### config.mk
export PLATFORM = sky130hd
export DESIGN_NAME = bst_ctrl
export DESIGN_NICKNAME = d
export VERILOG_FILES = /design/src/sv/bst_pkg.sv /design/src/sv/bst_ctrl.sv
export SDC_FILE = /design/constraint.sdc
export NUM_CORES = 1
export LEC_CHECK = 0
export BUFFER_PORTS_ARGS = -buffer_cell sky130_fd_sc_hd__buf_2
export CAP_MARGIN = 30
export CELL_PAD_IN_SITES_DETAIL_PLACEMENT = 0
export CELL_PAD_IN_SITES_GLOBAL_PLACEMENT = 2
export CORE_MARGIN = 2
export CORE_UTILIZATION = 24
export CTS_CLUSTER_SIZE = 16
export DETAILED_ROUTE_END_ITERATION = 12
export PLACE_DENSITY_LB_ADDON = 0.1
export SLEW_MARGIN = 20
export SYNTH_ARGS = -nofsm -noshare
export SYNTH_HDL_FRONTEND = slang
export SYNTH_SLANG_ARGS = --single-unit
### constraint.sdc
create_clock -name clk -period 1.3 [get_ports clk]
set_input_delay 0.195 -clock clk [delete_from_list [all_inputs] [get_ports clk]]
set_output_delay 0.195 -clock clk [all_outputs]
set_load 0.01 [all_outputs]
### src/sv/bst_pkg.sv
`timescale 1ns / 1ps
`default_nettype none

package bst_pkg;

    localparam int BST_WAYS           = 4;
    localparam int BST_MAX_INDEX_BITS = 10;

    localparam int CMD_W   = 2;
    localparam int KEY_W   = 32;
    localparam int SCORE_W = 32;
    localparam int USED_W  = 13;
    localparam int IB_W    = 4;

    localparam logic [IB_W-1:0]   IB_RESET = IB_W'(10);
    localparam logic [USED_W-1:0] USED_MAX = {USED_W{1'b1}};

    typedef enum logic [CMD_W-1:0] {
        CMD_INSERT = 2'd0,
        CMD_LOOKUP = 2'd1,
        CMD_CHECK  = 2'd2,
        CMD_CLEAR  = 2'd3
    } cmd_t;

    // controller to datapath
    typedef struct packed {
        logic latch;
        logic rd;
        logic eval;
        logic scan;
        logic wr;
        logic clr;
        logic finish;
    } bst_cmd_t;

    // datapath to controller
    typedef struct packed {
        logic need_scan;
        logic scan_last;
        logic clr_last;
    } bst_stat_t;

endpackage

`default_nettype wire

### src/sv/bst_ctrl.sv
`timescale 1ns / 1ps
`default_nettype none

module bst_ctrl
    import bst_pkg::*;
(
    input  wire logic             clk,
    input  wire logic             rst_n,
    input  wire logic             start,
    input  wire logic [CMD_W-1:0] command,
    input  wire bst_stat_t        stat,
    output bst_cmd_t              cmd,
    output logic                  busy
);

    typedef enum logic [5:0] {
        ST_IDLE  = 6'b000001,
        ST_READ  = 6'b000010,
        ST_EVAL  = 6'b000100,
        ST_SCAN  = 6'b001000,
        ST_WRITE = 6'b010000,
        ST_CLEAR = 6'b100000
    } state_t;

    state_t state_reg, state_next;
    logic   report_reg, report_next;

    always_ff @(posedge clk or negedge rst_n)
    begin
        if (!rst_n)
        begin
            // sweep the store after reset without reporting
            state_reg  <= ST_CLEAR;
            report_reg <= 1'b0;
        end
        else
        begin
            state_reg  <= state_next;
            report_reg <= report_next;
        end
    end

    always_comb
    begin
        state_next  = state_reg;
        report_next = report_reg;
        cmd         = '0;
        case (state_reg)
            ST_IDLE:
            begin
                if (start)
                begin
                    cmd.latch = 1'b1;
                    if (cmd_t'(command) == CMD_CLEAR)
                    begin
                        state_next  = ST_CLEAR;
                        report_next = 1'b1;
                    end
                    else
                    begin
                        state_next = ST_READ;
                    end
                end
            end
            ST_READ:
            begin
                cmd.rd     = 1'b1;
                state_next = ST_EVAL;
            end
            ST_EVAL:
            begin
                cmd.eval   = 1'b1;
                state_next = stat.need_scan ? ST_SCAN : ST_WRITE;
            end
            ST_SCAN:
            begin
                cmd.scan = 1'b1;
                if (stat.scan_last)
                begin
                    state_next = ST_WRITE;
                end
            end
            ST_WRITE:
            begin
                cmd.wr     = 1'b1;
                cmd.finish = 1'b1;
                state_next = ST_IDLE;
            end
            ST_CLEAR:
            begin
                cmd.clr = 1'b1;
                if (stat.clr_last)
                begin
                    cmd.finish  = report_reg;
                    report_next = 1'b0;
                    state_next  = ST_IDLE;
                end
            end
            default:
            begin
                state_next = ST_IDLE;
            end
        endcase
    end

    assign busy = (state_reg != ST_IDLE);

endmodule

`default_nettype wire

==> Word level (Yosys, flattened, before mapping) <==
Index checks and enable logic that the tools add are counted.
{ "op_classes": {"n_addsub": 0, "mul": 0, "div_mod_pow": 0, "n_lt_le_gt_ge": 0, "n_eq_ne": 12, "n_shift": 0, "n_mux": 19, "n_bitwise": 0, "n_reduce_logical": 3} }
{ "ops": {"columns": ["cell", "count"], "rows": [
  ["one-hot mux 6 bit (5 select lines)", 1],
  ["two-way mux 6 bit", 4],
  ["two-way mux 1 bit", 11],
  ["!= test 2 bit (second input constant)", 4],
  ["== test 6 x 1 -> 1 bit (second input constant)", 1],
  ["== test 6 x 2 -> 1 bit (second input constant)", 1],
  ["== test 6 x 3 -> 1 bit (second input constant)", 1],
  ["== test 6 x 4 -> 1 bit (second input constant)", 1],
  ["== test 6 x 5 -> 1 bit (second input constant)", 1],
  ["== test 6 bit (second input constant)", 1],
  ["!= test 6 x 1 -> 1 bit (second input constant)", 1],
  ["two-way mux 5 bit", 1],
  ["one-hot mux 1 bit (2 select lines)", 2],
  ["AND reduction 4 bit", 1],
  ["AND reduction 3 bit", 1],
  ["== test 2 bit (second input constant)", 1],
  ["nonzero test 2 bit", 1]
]} }
{ "totals": {"reg_bits": 7, "latch_bits": 0, "ramBits": 0, "rom_bits": 0, "inputBits": 8, "output_inout_bits": 8, "elab_cells": 36, "mem_count": 0} }

==> Depth between registers and ports, before layout <==
{ "depth": {"word_depth": 4, "mapped_depth": 4, "depth_no_buf": 3} }

==> Worst setup path after synthesis <==
OpenSTA, ideal clock, no wires.
{ "synth_timing": {"kind": "register -> output", "start": "register state_reg[0]", "end": "output port cmd[4] (netlist bit)", "arrival_time_ns": 1.396, "required_time_ns": 1.105, "slack_ns": -0.291, "stages_incl_launch_ff": 4, "n_path_buf": 1, "path_cell_list": "dfrtp_1 -> buf_6 -> or4_1 -> nor3b_1"} }
{ "synth_rtl": {"columns": ["element", "line", "text"], "rows": [
  ["start: declaration", "bst_ctrl.sv:25", "state_t state_reg, state_next;"],
  ["start signal: assignment", "bst_ctrl.sv:38", "state_reg <= state_next;"],
  ["end: declaration", "bst_ctrl.sv:12", "output bst_cmd_t cmd,"]
]} }

==> impl_metrics.py <==
metrics = {
    "global_routing": {
        "grt_pass1_wl_um": 1880,
        "grt_max_degree": 10,
        "globalRouteTotalUtil": 0.130,
        "initial_antenna_violation_count": 0,
        "grt-ovfl-total": 0,
        "grt_pass1_vias": 435,
    },
    "cells_and_area": {
        "fillers": 203,
        "areaGrowthSynthToFinish_pct": 64.5,
        "layout-drive-gt1-share": 0.543,
        "max_ffs_per_register": 6,
        "nNetsFinal": 90,
        "diode_insertion_count_for_antenna_repair": 0,
    },
    "placement": {
        "io_buffers": 15,
        "hpwl_um": 909,
        "gp_congestion": 0.645,
    },
    "sta": {
        "setup_viol_count_final": 11,
        "rsz_0062_raised_after_global_routing": "true",
        "fin_skew_ps": 1.82,
        "max_slew_margin": 0.818,
        "holdWs_ps": 133,
        "timing.final.max_slew_violations": 0,
        "tightest_slew_ps": 273,
        "post-route-period-util": 1.34,
        "min_period_ps": 1740,
        "max_freq_mhz": 575,
        "postLayoutSetupSlackWorst_ps": -440,
        "final-hold-violation-count": 0,
    },
    "yosys": {
        "synth.top_cells.by_count": "6 x dfrtp_1, 6 x nor2_1, 3 x a21oi_1, 3 x nand2b_1, 3 x nand3b_1",
        "gate_count_post_synth": 50,
        "seq_area_frac_synth": 0.382,
        "synth_area_leader": "dfrtp_1",
        "syn-cell-area_um2": 462,
        "yosys.area.top_type_share": 0.325,
        "post_synth_main_area_contributors": "dfrtp_1 33%, dfstp_2 5.7%, nand3b_1 4.9%, nor2_1 4.9%, and3b_2 4.3%",
        "dominantRegCellSynth": "dfrtp_1",
        "synth_enable_flop_cells": 0,
        "synth-async-reset-ratio": 1.00,
        "yosys.cell_types.count": 28,
        "synthesis.area_per_instance_um2": 9.23,
        "synth_nets": 58,
        "ys_seq_elements": 7,
        "warnings_synthesis": 0,
    },
    "floorplan": {
        "floorplan.io_pins": 16,
        "design.die.area_um2": 2290,
        "placement_rows": 15,
        "die_width_um": 47.9,
        "design.core.area_um2": 1760,
        "fp.dieH_um": 47.9,
        "initial_utilization": 0.262,
    },
    "power_and_ir_drop": {
        "pwr_density_cell_nw_per_um2": 1520,
        "totalPowerFinal_w": 0.00115,
        "ir_worst_vdd_uv": 566,
        "power_leakage_nw": 0.347,
    },
    "cts": {
        "clkTransAtPathRegs_ps": 50,
        "clock_sink_count": 7,
        "cts_root_buffer": "clkbuf_4",
        "clk-insertion-delay-late_ps": 250,
        "maximum_level_of_the_cts_h_tree": 1,
        "tritoncts": "built",
        "clock_path_buffers": 2,
        "cts_made_buffers": 3,
    },
    "critical_path": {
        "timing.rr.start": "state_reg[1]",
        "critical_path.n_buffers_inverters": 1,
        "timing_endpoint_of_the_critical_path": "cmd[4]",
        "critical_path_endpoint_category": "primary output",
        "r2r_setup_slk_ps": -230,
        "crit_chain": "or4_4, nor3b_4, buf_2",
        "crit_fanout": 4,
        "required_ps": 1110,
        "cp.depth": 3,
        "timing.critical_path.from_type": "flop",
        "cp_top_family": "simple AND/OR/NAND/NOR gates",
        "cp-startpoint": "state_reg[0]",
        "worstSetupPathType": "flop to primary output",
        "timing.critical_path.arrival_ps": 1550,
        "r2r-end": "state_reg[5]",
        "timing.critical_path.slowest_cell_delay_ps": 580,
        "timing.critical_path.slowest_stage_cell": "or4_4",
        "reg2reg_depth": 4,
    },
    "routing": {
        "drt_iter0_drc": 1,
        "detail_route.drc_violations": 0,
        "vias": 461,
        "vias_per_std_cell": 4.35,
        "number_of_detailed_route_iterations_in_the_first_pass": 3,
        "totalWireLength_um": 1180,
        "number_of_nets_with_antenna_violations_after_routing": 0,
        "detail_route.wl_per_cell_um": 11.2,
    },
    "min_path": {
        "hold_path.startpoint": "command[1]",
        "hp-class": "input port to flop",
    },
    "outcome": {
        "run_status": "finished, violations left",
        "failing_checks": "negative setup slack",
    },
    "flow_run": {
        "timing.max_cap.violations": 0,
    },
}
==> report_power, final <==
group	internal, W	total (W)	switching, W
sequential	0.000271	0.000315	0.0000442
combinational	0.000349	0.000637	0.000288
clock	0.000117	0.000200	0.0000826
==> metrics by stage <==
| step | area, um2 | utilization | cells | setup slack [ps] | setup TNS (ps) |
|---|---|---|---|---|---|
| floorplan | 490 | - | 50 | -116 | -786 |
| global placement | 658 | 0.373 | 98 | -178 | -1280 |
| detailed placement | 658 | 0.373 | 98 | -209 | -1280 |
| CTS | 732 | 0.415 | 105 | -455 | -3480 |
| global route | 759 | 0.430 | 106 | -494 | -4140 |
| finish | 759 | 0.430 | 106 | -440 | -3460 |
==> logic make-up after synthesis <==
family / count (synthesis) / share of synthesized area
simple gates: 28 / 0.404
compound gates: 10 / 0.152
buf+inv: 5 / 0.0623
flops: 7 / 0.382
==> placed cells by master (no fill, tap or decap), types with 2 or more instances in the layout <==
cell / netlist / routed
buf_2: 2 / 13
buf_4: 0 / 12
dfrtp_1: 6 / 6
nor2_1: 6 / 5
buf_6: 1 / 4
nand2b_1: 3 / 3
nand3b_1: 3 / 3
clkbuf_4: 0 / 3
or4_4: 1 / 2
and3b_2: 2 / 2
nand4b_1: 2 / 2
inv_1: 2 / 2
nand2_1: 2 / 2
a21oi_2: 0 / 2
==> cell type report <==
type                    count  area (um2)  area share
clock buffers               4        26.3      0.0346
inverters                   2        7.51     0.00988
multi-input cells          38         308       0.405
flip-flops and latches      7         176       0.232
well taps                  25        31.3      0.0412
repair buffers             30         210       0.277
==> worst register-to-register path, cell delays in order (launching register included) <==
cell,delay [ps]
dfrtp_1,390
or4_4,610
buf_6,150
nor3_4,170
o21bai_1,130
==> worst min path at each step <==
stage | endpoint | slack, ps | depth (start not counted)
2_1_floorplan | report_reg | -100 | 0
3_3_place_gp | report_reg | 30 | 1
3_5_place_dp | report_reg | 40 | 1
4_1_cts | state_reg[1] | 140 | 2
5_1_grt | state_reg[1] | 140 | 2
6_report | state_reg[1] | 130 | 2
==> routing by layer <==
layer | vias up | wire [um] | GRT usage
li1 | 246 | - | -
met1 | 196 | 550 | 0.141
met2 | 15 | 513 | 0.200
met5 | - | 0 | 0
met3 | 4 | 55 | 0.0113
met4 | 0 | 64 | 0.162
==> what timing repair did <==
| item | CTS | global route |
|---|---|---|
| hold buffers | 1 | 0 |
| gates cloned | 0 | 0 |
| hold endpoints to repair | 7 | 0 |
| setup buffers | 2 | 1 |
| setup endpoints to repair | 13 | 13 |
| gates resized for setup | 4 | 4 |
| pin swaps | 9 | 0 |
Note: power is estimated with default switching activity, not from simulation.
